$ cat src/design/pn_pkg.sv
`default_nettype none
package pn_pkg;

  localparam int PATH_MAX_DEF    = 256;
  localparam int MAX_PIECES_DEF  = 32;
  localparam int PIECE_LIMIT_DEF = 64;
  localparam int CHUNK_BYTES_DEF = 8;

  localparam logic [7:0] CH_SLASH = 8'h2f;
  localparam logic [7:0] CH_DOT   = 8'h2e;

  localparam logic [9:0] CAP_RESET = 10'd256;

  typedef enum logic [12:0] {
    S_IDLE    = 13'b0000000000001,
    S_JOIN    = 13'b0000000000010,
    S_BEGIN   = 13'b0000000000100,
    S_SCAN_RD = 13'b0000000001000,
    S_SCAN_PR = 13'b0000000010000,
    S_SUM_RD  = 13'b0000000100000,
    S_SUM_AC  = 13'b0000001000000,
    S_EM_PRD  = 13'b0000010000000,
    S_EM_PW   = 13'b0000100000000,
    S_EM_NEXT = 13'b0001000000000,
    S_EM_CW   = 13'b0010000000000,
    S_OUT     = 13'b0100000000000,
    S_ERR     = 13'b1000000000000
  } state_t;

endpackage
`default_nettype wire

$ cat src/design/path_normalizer.sv
`default_nettype none
// Path normaliser. Working-directory characters and then path characters
// arrive one request per cycle while the block is idle and are written into
// an internal text memory; a path character that begins a relative join is
// written in a separate join state after the joining slash. The request
// flagged by tlast starts normalisation: the text memory is scanned one stored
// character at a time to build the piece table, the piece table is summed one
// piece at a time, and the result is then rebuilt from both memories and
// leaves as chunks of up to CHUNK_BYTES characters, each held until the
// receiver is ready. An error gives a single chunk with the error flag.
// No input is taken while a request is being normalised and emitted.
module path_normalizer #(
  parameter int PATH_MAX    = pn_pkg::PATH_MAX_DEF,
  parameter int MAX_PIECES  = pn_pkg::MAX_PIECES_DEF,
  parameter int PIECE_LIMIT = pn_pkg::PIECE_LIMIT_DEF,
  parameter int CHUNK_BYTES = pn_pkg::CHUNK_BYTES_DEF
) (
  input  wire         clk,
  input  wire         rst_n,
  input  wire         cfg_we,
  input  wire  [9:0]  cfg_wdata,       // out_capacity
  input  wire         in_tvalid,
  output logic        in_tready,
  input  wire  [7:0]  in_tdata,        // char_byte
  input  wire  [1:0]  in_tuser,        // from_path, has_byte
  input  wire         in_tlast,        // end_of_request
  output logic        out_tvalid,
  input  wire         out_tready,
  output logic [71:0] out_tdata,       // chunk_bytes[63:0], chunk_count[67:64], zero pad
  output logic        out_tuser,       // error
  output logic        out_tlast        // final_chunk
);

  localparam int AW  = $clog2(PATH_MAX);
  localparam int NW  = $clog2(PIECE_LIMIT);
  localparam int CW  = $clog2(MAX_PIECES + 1);
  localparam int PIW = (MAX_PIECES > 1) ? $clog2(MAX_PIECES) : 1;
  localparam int TW  = $clog2(MAX_PIECES * PIECE_LIMIT + 2) + 1;

  pn_pkg::state_t state_r, state_nxt;

  logic [9:0]    cap_r;
  logic [AW-1:0] wlen_r, wlen_nxt;
  logic [7:0]    last_r, last_nxt;
  logic          started_r, started_nxt;
  logic          jerr_r, jerr_nxt;
  logic [7:0]    pend_r, pend_nxt;
  logic          end_r, end_nxt;

  logic [AW-1:0] p_r, p_nxt;
  logic          inp_r, inp_nxt;
  logic [AW-1:0] st_r, st_nxt;
  logic [NW-1:0] n_r, n_nxt;
  logic          d0_r, d0_nxt, d1_r, d1_nxt;
  logic [CW-1:0] count_r, count_nxt;
  logic [CW-1:0] i_r, i_nxt;
  logic [TW-1:0] sum_r, sum_nxt, emit_r, emit_nxt;
  logic [AW-1:0] ps_r, ps_nxt;
  logic [NW-1:0] pn_r, pn_nxt, j_r, j_nxt;
  logic [63:0]   acc_r, acc_nxt;
  logic [3:0]    cnt_r, cnt_nxt;
  logic          final_r, final_nxt;

  // Text memory and piece table.
  logic [7:0]       wb_mem [PATH_MAX];
  logic             wb_we;
  logic [AW-1:0]    wb_wa, wb_ra;
  logic [7:0]       wb_wd, wb_rd_r;
  logic [AW+NW-1:0] pm_mem [MAX_PIECES];
  logic             pm_we;
  logic [PIW-1:0]   pm_wa, pm_ra;
  logic [AW+NW-1:0] pm_wd, pm_rd_r;

  always_ff @(posedge clk) begin
    if (wb_we) begin
      wb_mem[wb_wa] <= wb_wd;
    end
    wb_rd_r <= wb_mem[wb_ra];
  end

  always_ff @(posedge clk) begin
    if (pm_we) begin
      pm_mem[pm_wa] <= pm_wd;
    end
    pm_rd_r <= pm_mem[pm_ra];
  end

  logic [7:0] c_in;
  logic       fp_in, valid_c, accept;
  assign c_in    = in_tdata;
  assign fp_in   = in_tuser[0];
  assign valid_c = in_tuser[1] && (in_tdata != 8'd0);
  assign accept  = in_tvalid && in_tready;
  assign in_tready = (state_r == pn_pkg::S_IDLE) && rst_n;

  logic room;
  assign room = (32'(wlen_r) + 1 < PATH_MAX);

  logic [7:0] ch;
  logic       slash, fin, start_new;
  assign ch    = wb_rd_r;
  assign slash = (ch == pn_pkg::CH_SLASH);

  always_comb begin
    state_nxt   = state_r;
    wlen_nxt    = wlen_r;
    last_nxt    = last_r;
    started_nxt = started_r;
    jerr_nxt    = jerr_r;
    pend_nxt    = pend_r;
    end_nxt     = end_r;
    p_nxt       = p_r;
    inp_nxt     = inp_r;
    st_nxt      = st_r;
    n_nxt       = n_r;
    d0_nxt      = d0_r;
    d1_nxt      = d1_r;
    count_nxt   = count_r;
    i_nxt       = i_r;
    sum_nxt     = sum_r;
    emit_nxt    = emit_r;
    ps_nxt      = ps_r;
    pn_nxt      = pn_r;
    j_nxt       = j_r;
    acc_nxt     = acc_r;
    cnt_nxt     = cnt_r;
    final_nxt   = final_r;
    wb_we       = 1'b0;
    wb_wa       = wlen_r;
    wb_wd       = c_in;
    wb_ra       = p_r;
    pm_we       = 1'b0;
    pm_wa       = count_r[PIW-1:0];
    pm_wd       = {st_r, n_r};
    pm_ra       = i_r[PIW-1:0];
    fin         = 1'b0;
    start_new   = 1'b0;

    case (state_r)
      pn_pkg::S_IDLE: begin
        if (accept) begin
          end_nxt = in_tlast;
          pend_nxt = c_in;
          state_nxt = in_tlast ? pn_pkg::S_BEGIN : pn_pkg::S_IDLE;
          if (valid_c) begin
            if (!fp_in || started_r) begin
              if ((fp_in || !started_r) && room) begin
                wb_we = 1'b1;
                wlen_nxt = wlen_r + 1'b1;
                last_nxt = c_in;
              end
            end else begin
              started_nxt = 1'b1;
              if (c_in == pn_pkg::CH_SLASH) begin
                wb_we = 1'b1;
                wb_wa = '0;
                wlen_nxt = AW'(1);
                last_nxt = c_in;
              end else if (wlen_r == '0) begin
                wb_we = 1'b1;
                wb_wa = '0;
                wb_wd = pn_pkg::CH_SLASH;
                wlen_nxt = AW'(1);
                last_nxt = pn_pkg::CH_SLASH;
                state_nxt = pn_pkg::S_JOIN;
              end else if (last_r != pn_pkg::CH_SLASH) begin
                if (!room) begin
                  jerr_nxt = 1'b1;
                end else begin
                  wb_we = 1'b1;
                  wb_wd = pn_pkg::CH_SLASH;
                  wlen_nxt = wlen_r + 1'b1;
                  last_nxt = pn_pkg::CH_SLASH;
                  state_nxt = pn_pkg::S_JOIN;
                end
              end else if (room) begin
                wb_we = 1'b1;
                wlen_nxt = wlen_r + 1'b1;
                last_nxt = c_in;
              end
            end
          end
        end
      end

      pn_pkg::S_JOIN: begin
        wb_wd = pend_r;
        if (room) begin
          wb_we = 1'b1;
          wlen_nxt = wlen_r + 1'b1;
          last_nxt = pend_r;
        end
        state_nxt = end_r ? pn_pkg::S_BEGIN : pn_pkg::S_IDLE;
      end

      pn_pkg::S_BEGIN: begin
        wb_wd = pn_pkg::CH_SLASH;
        if (!started_r) begin
          if (wlen_r == '0) begin
            wb_we = 1'b1;
            wb_wa = '0;
            wlen_nxt = AW'(1);
          end else if (last_r != pn_pkg::CH_SLASH) begin
            if (!room) begin
              jerr_nxt = 1'b1;
            end else begin
              wb_we = 1'b1;
              wlen_nxt = wlen_r + 1'b1;
            end
          end
        end
        p_nxt = '0;
        inp_nxt = 1'b0;
        count_nxt = '0;
        state_nxt = pn_pkg::S_SCAN_RD;
      end

      pn_pkg::S_SCAN_RD: begin
        if (jerr_r || cap_r < 10'd2) begin
          state_nxt = pn_pkg::S_ERR;
        end else if (p_r == wlen_r) begin
          fin = inp_r;
          i_nxt = '0;
          sum_nxt = '0;
          state_nxt = pn_pkg::S_SUM_RD;
        end else begin
          state_nxt = pn_pkg::S_SCAN_PR;
        end
      end

      pn_pkg::S_SCAN_PR: begin
        p_nxt = p_r + 1'b1;
        state_nxt = pn_pkg::S_SCAN_RD;
        if (!inp_r) begin
          start_new = !slash;
        end else if (slash || 32'(n_r) == PIECE_LIMIT - 1) begin
          fin = 1'b1;
          start_new = !slash;
          inp_nxt = !slash;
        end else begin
          n_nxt = n_r + 1'b1;
          if (32'(n_r) == 1) begin
            d1_nxt = (ch == pn_pkg::CH_DOT);
          end
        end
      end

      pn_pkg::S_SUM_RD: begin
        if (i_r == count_r) begin
          i_nxt = '0;
          emit_nxt = '0;
          acc_nxt = '0;
          cnt_nxt = '0;
          if (count_r == '0) begin
            sum_nxt = TW'(1);
            state_nxt = pn_pkg::S_EM_PRD;
          end else if (32'(sum_r) >= 32'(cap_r)) begin
            state_nxt = pn_pkg::S_ERR;
          end else begin
            state_nxt = pn_pkg::S_EM_PRD;
          end
        end else begin
          state_nxt = pn_pkg::S_SUM_AC;
        end
      end

      pn_pkg::S_SUM_AC: begin
        sum_nxt = sum_r + TW'(pm_rd_r[NW-1:0]) + 1'b1;
        i_nxt = i_r + 1'b1;
        state_nxt = pn_pkg::S_SUM_RD;
      end

      pn_pkg::S_EM_PRD: begin
        state_nxt = (count_r == '0) ? pn_pkg::S_EM_CW : pn_pkg::S_EM_PW;
      end

      pn_pkg::S_EM_PW: begin
        ps_nxt = pm_rd_r[AW+NW-1:NW];
        pn_nxt = pm_rd_r[NW-1:0];
        j_nxt = '0;
      end

      pn_pkg::S_EM_NEXT: begin
        wb_ra = AW'(32'(ps_r) + 32'(j_r));
        if (j_r < pn_r) begin
          state_nxt = pn_pkg::S_EM_CW;
        end else begin
          i_nxt = i_r + 1'b1;
          state_nxt = pn_pkg::S_EM_PRD;
        end
      end

      pn_pkg::S_EM_CW: begin
        j_nxt = j_r + 1'b1;
      end

      pn_pkg::S_OUT: begin
        if (out_tready) begin
          acc_nxt = '0;
          cnt_nxt = '0;
          state_nxt = final_r ? pn_pkg::S_IDLE : pn_pkg::S_EM_NEXT;
        end
      end

      pn_pkg::S_ERR: begin
        if (out_tready) begin
          state_nxt = pn_pkg::S_IDLE;
        end
      end

      default: begin
        state_nxt = pn_pkg::S_IDLE;
      end
    endcase

    // A byte goes into the chunk: the slash before a piece, the lone slash of
    // an empty result, or a character of a piece.
    if (state_r == pn_pkg::S_EM_PW || state_r == pn_pkg::S_EM_CW) begin
      acc_nxt[8*cnt_r[2:0] +: 8] = (state_r == pn_pkg::S_EM_PW || count_r == '0) ?
                                   pn_pkg::CH_SLASH : wb_rd_r;
      cnt_nxt = cnt_r + 1'b1;
      emit_nxt = emit_r + 1'b1;
      final_nxt = (emit_r + 1'b1 == sum_r);
      if (32'(cnt_r) + 1 == CHUNK_BYTES || emit_r + 1'b1 == sum_r) begin
        state_nxt = pn_pkg::S_OUT;
      end else begin
        state_nxt = pn_pkg::S_EM_NEXT;
      end
    end

    // Close the current piece: a lone dot is dropped, a double dot removes
    // the last kept piece, anything else is appended to the table, or gives an error if the table is full.
    if (fin) begin
      if (32'(n_r) == 1 && d0_r) begin
        count_nxt = count_r;
      end else if (32'(n_r) == 2 && d0_r && d1_r) begin
        if (count_r != '0) begin
          count_nxt = count_r - 1'b1;
        end
      end else if (32'(count_r) >= MAX_PIECES) begin
        state_nxt = pn_pkg::S_ERR;
      end else begin
        pm_we = 1'b1;
        count_nxt = count_r + 1'b1;
      end
      if (!start_new) begin
        inp_nxt = 1'b0;
      end
    end

    if (start_new && state_nxt != pn_pkg::S_ERR) begin
      inp_nxt = 1'b1;
      st_nxt = p_r;
      n_nxt = NW'(1);
      d0_nxt = (ch == pn_pkg::CH_DOT);
      d1_nxt = 1'b0;
    end

    // Request state is cleared once the last chunk has been taken.
    if ((state_r == pn_pkg::S_ERR || (state_r == pn_pkg::S_OUT && final_r)) && out_tready) begin
      wlen_nxt = '0;
      started_nxt = 1'b0;
      jerr_nxt = 1'b0;
      count_nxt = '0;
    end
  end

  always_ff @(posedge clk) begin
    if (!rst_n) begin
      state_r   <= pn_pkg::S_IDLE;
      cap_r     <= pn_pkg::CAP_RESET;
      wlen_r    <= '0;
      started_r <= 1'b0;
      jerr_r    <= 1'b0;
      count_r   <= '0;
      end_r     <= 1'b0;
    end else begin
      state_r   <= state_nxt;
      if (cfg_we) begin
        cap_r <= cfg_wdata;
      end
      wlen_r    <= wlen_nxt;
      started_r <= started_nxt;
      jerr_r    <= jerr_nxt;
      count_r   <= count_nxt;
      end_r     <= end_nxt;
    end
  end

  always_ff @(posedge clk) begin
    last_r  <= last_nxt;
    pend_r  <= pend_nxt;
    p_r     <= p_nxt;
    inp_r   <= inp_nxt;
    st_r    <= st_nxt;
    n_r     <= n_nxt;
    d0_r    <= d0_nxt;
    d1_r    <= d1_nxt;
    i_r     <= i_nxt;
    sum_r   <= sum_nxt;
    emit_r  <= emit_nxt;
    ps_r    <= ps_nxt;
    pn_r    <= pn_nxt;
    j_r     <= j_nxt;
    acc_r   <= acc_nxt;
    cnt_r   <= cnt_nxt;
    final_r <= final_nxt;
  end

  logic is_err;
  assign is_err     = (state_r == pn_pkg::S_ERR);
  assign out_tvalid = (state_r == pn_pkg::S_OUT) || is_err;
  assign out_tdata  = is_err ? 72'd0 : {4'd0, cnt_r, acc_r};
  assign out_tuser  = is_err;
  assign out_tlast  = is_err || final_r;

endmodule
`default_nettype wire

$ cat config.mk
export PLATFORM = sky130hd
export DESIGN_NAME = path_normalizer
export DESIGN_NICKNAME = d
export VERILOG_FILES = /design/src/design/pn_pkg.sv /design/src/design/path_normalizer.sv
export SDC_FILE = /design/constraint.sdc
export NUM_CORES = 2
export LEC_CHECK = 0
export BUFFER_PORTS_ARGS = -buffer_cell sky130_fd_sc_hd__buf_2
export CORE_ASPECT_RATIO = 0.8
export CORE_MARGIN = 5
export CORE_UTILIZATION = 45
export DETAILED_ROUTE_END_ITERATION = 16
export REMOVE_ABC_BUFFERS = 1
export SLEW_MARGIN = 10
export SYNTH_ARGS = -nofsm -noshare
export SYNTH_HDL_FRONTEND = slang
export SYNTH_SLANG_ARGS = --single-unit
$ cat constraint.sdc
create_clock -name clk -period 16.8 [get_ports clk]
set_input_delay 0 -clock clk [delete_from_list [all_inputs] [get_ports clk]]
set_output_delay 0 -clock clk [all_outputs]
set_load 0.02 [all_outputs]
==> summary.txt <==
Clock network
  • Num Clock Sinks: roughly 2700
  • Clock buffer count from CTS: approximately 290
  • Post-CTS setup repair buffer count: 0
  • Clock transition at path regs: 60 ps
  • Post-CTS sizing: 0
  • Worst-case clock buffer depth: 4
  • Clock Tree Root: clkbuf_16
  • TritonCTS clock tree: yes
  • Worst-Skew Late Latency: 940 ps
  • Htree depth: 5

Routing
  • 1st-pass router iterations: 8
  • ANT nets after route: 0
  • Routed WL per cell: 30.1 um
  • DRT Wirelength: about 330 mm
  • DRC viols: 0
  • DR vias/cell: approximately 6.2
  • Via count: between 60000 and 70000
  • Starting DRC count in detailed routing: ~9800

Power and ir drop
  • Peak supply drop: between 0.08 and 0.09 mV
  • Power Density: roughly 110 nW/um^2
  • LEAKAGE: between 40 and 50 nW

Placement
  • IO Port Bufs: 97
  • Placed instance area: between 100000 and 150000 sq um
  • DP HPWL: around 200 mm
  • Gpl congestion: 0.889

Critical path
  • Crit path kind: reg2reg
  • Worst stage delay on the critical path: roughly 1200 ps
  • Critical path launch point type: register
  • CP startpoint: state_r[0]$_SDFF_PN1_
  • Crit-path cells: or4_1, o41a_1, a21oi_4, buf_4, buf_4, buf_4, mux2i_1, a32oi_1, nand4_1, a41oi_1, nor3_1, nand4_1
  • Worst R2R Setup Slack: 9720 ps
  • Crit path arrival time: slightly below 8000 ps
  • Critical-path maximum fanout: 79
  • CP Capture Type: register
  • FF-to-FF Start: state_r[0]$_SDFF_PN1_
  • Critical Path RT: around 18000 ps
  • Top cell by count, worst path: buf_4
  • Critical Path Slowest Stage Cell: nor3_1

Timing
  • Fin Hold WS: ~27 ps
  • Clk_skew: approximately 46 ps
  • Post-route setup TNS: 0 ps
  • Actual slew at the worst max-slew pin: 1320 ps
  • RSZ-0062 raised after global routing: no
  • Clock period minus final worst setup slack: 7080 ps
  • Final Setup Violations: 0
  • Final hold violations: 0
  • Period utilisation layout: a little over two fifths
  • Pins Over Slew Limit: 0
  • Rel. slew slack: 9.52%
  • Fmax: about 140 MHz

Global routing
  • Pin count of the biggest net entering global routing: about 200
  • Initial antenna violation count: 24
  • Total global-route track usage: 25.1%
  • First-pass GRT wire length: ~460 mm
  • Vias in the first global route: 62600
  • Gr ovfl total: 0

Logic synthesis
  • Library cells used by synthesis: 86
  • YS warnings: 0
  • Cell Area, Synth: approximately 110000 sq um
  • Post-synth ARST share: 0%
  • Seq/Total Area, Yosys: around 74%
  • Number of synthesized flops with an enable pin: between 2000 and 3000
  • Most frequently used flop master after synthesis: edfxtp_1
  • Mapped Cells: ~7300
  • Yosys reg bits: between 2000 and 3000
  • Syn_area_per_cell: between 10 and 15 sq um

Cells and area
  • Fin area: 122000 sq um
  • Share of layout cells above drive strength 1: a little under an eighth
  • Area grow syn2layout: 12.1%
  • Nets: roughly 7500

Floorplan
  • DIE HEIGHT: between 400 and 500 um
  • Initial Utilization: 45.2%
  • Die Area: 252000 sq um
  • DIE WIDTH: approximately 560 um
  • Floorplan row count: about 160
  • Boundary Pins: 102
  • Core ar.: about 240000 sq um

Run
  • Max-cap viol count: 0

Status
  • Status: completed

Min path
  • Hold Crit Class: in2reg
  • Hold path start: in_tdata[5]
-- stage by stage --
step	cells	setup WS [ps]	power (W)	utilization (%)
floorplan	6821	-1200	0.00777	-
global placement	10300	10190	0.00782	46.9
detailed placement	10300	10150	0.00782	46.9
CTS	10800	10120	0.0136	50.6
global route	10800	9670	0.0139	50.6
finish	10800	9720	0.0136	50.7
-- cells by family (layout without fill, tap and decap cells) --
group                    count (synthesis)  in the layout  synth area share (%)
flip-flops                            2720           2720                  73.8
AND/OR/NAND/NOR                       2638           2638                  10.9
AO/OA/AOI/OAI                          775            775                  5.23
buffers and inverters                  529            870                  2.09
multiplexers                           504            504                  6.87
XOR/XNOR                                70             70                 0.563
adder cells (fa/ha/maj)                 45             45                 0.531
other                                    1             18               0.00345
-- cells in the final DEF, fill, tap and decap left out, types with 61 or more instances in the layout --
cell type	netlist	final
a21oi_1	130	129
a32oi_1	266	266
and2_1	74	74
buf_2	156	97
buf_4	16	163
clkbuf_1	220	73
clkbuf_16	0	290
dfxtp_1	134	134
dlygate4sd3_1	0	61
edfxtp_1	2586	2586
inv_1	64	64
mux2i_1	293	292
mux4_2	192	192
nand2_1	1276	1271
nand3_1	372	372
nand4_1	244	244
nor2_1	472	460
o21ai_0	101	94
-- power breakdown --
part	switching (W)	leakage, nW	internal (W)
clock network	0.00253	4.12	0.00335
registers	0.00000784	24.8	0.00743
logic	0.000210	11.0	0.0000467
total	0.00275	40.0	0.0108
-- what timing repair did --
action                                  CTS  global route
hold endpoints to repair                190             0
hold buffers                             61             0
endpoints found under the setup margin    0             0
-- final timing paths --
check        depth (start not counted)                   to
max                                 12        ch[0]$_DFF_P_
min                                  2  pend_r[5]$_DFFE_PP_
max reg2reg                         12        ch[0]$_DFF_P_
min reg2reg                          0    ps_r[6]$_DFFE_PN_
-- layer usage --
metal  share of wire (%)  vias to the layer above  global-route usage [%]
met3                  13                      614                    7.01
met1                  43                    34100                    39.0
met5               0.012                        -                       0
met2                  41                     4152                    34.2
met4                 3.1                        6                    7.61
li1                    -                    28300                       -
-- registers in the layout, indices dropped and copies added, names as in the netlist, 4 cells and up --
| name | count |
|---|---|
| state_r | 13 |
| j_r | 6 |
| ch | 8 |
| p_r | 8 |
| i_r | 6 |
| count_r | 6 |
| cnt_r | 4 |
| cap_r | 10 |
| pend_r | 8 |
| pn_r | 6 |
| last_r | 8 |
| sum_r | 13 |
| pm_rd_r | 14 |
| ps_r | 8 |
| n_r | 6 |
| wlen_r | 8 |
| st_r | 8 |
| wb_mem | 2048 |
| acc_r | 64 |
| pm_mem | 448 |
| emit_r | 13 |
-- cell usage after synthesis (9+ instances only) --
cell type / number / share of area [%]
nand4_1: 244 / 1.4
o21ai_0: 101 / 0.46
nand3_1: 372 / 1.7
a22oi_1: 41 / 0.28
a21o_1: 10 / 0.069
nor2_1: 472 / 1.6
nor3_1: 40 / 0.18
and2_1: 74 / 0.43
a211oi_1: 53 / 0.37
nand4b_1: 9 / 0.072
a21oi_1: 130 / 0.60
xnor2_1: 33 / 0.27
nand2_1: 1276 / 4.4
a2111oi_0: 12 / 0.097
buf_1: 68 / 0.23
a22o_1: 25 / 0.20
nor2b_1: 17 / 0.098
nor4_1: 17 / 0.098
and3_1: 16 / 0.092
inv_1: 64 / 0.22
and4_1: 9 / 0.072
ha_1: 43 / 0.49
a41oi_1: 12 / 0.097
buf_4: 16 / 0.11
xor2_1: 37 / 0.30
buf_2: 156 / 0.72
nand2b_1: 22 / 0.13
mux2i_1: 293 / 2.7
a221oi_1: 20 / 0.16
mux4_2: 192 / 4.0
mux2_2: 19 / 0.20
edfxtp_1: 2586 / 71
a31oi_1: 37 / 0.21
dfxtp_1: 134 / 2.5
clkbuf_1: 220 / 0.76
a32oi_1: 266 / 2.1
-- cell type report --
| type | instances | area (sq um) |
|---|---|---|
| Timing Repair Buffer | 326 | 2420 |
| Inverter | 65 | 244 |
| Clock inverter | 108 | 800 |
| Tap cell | 3178 | 3980 |
| Antenna cell | 14 | 35.0 |
| Clock buffer | 371 | 7640 |
| Multi-Input combinational cell | 4036 | 26500 |
| Fill cell | 19700 | 119000 |
| Sequential cell | 2720 | 80300 |
-- critical path: cells and delay by family (launching register included) --
family          cells  cell delay, ps
buf+inv             3            2350
simple gates        4            2290
mux                 1             280
flops               1             350
compound gates      4            1390
(Power assumes the default switching activity.)
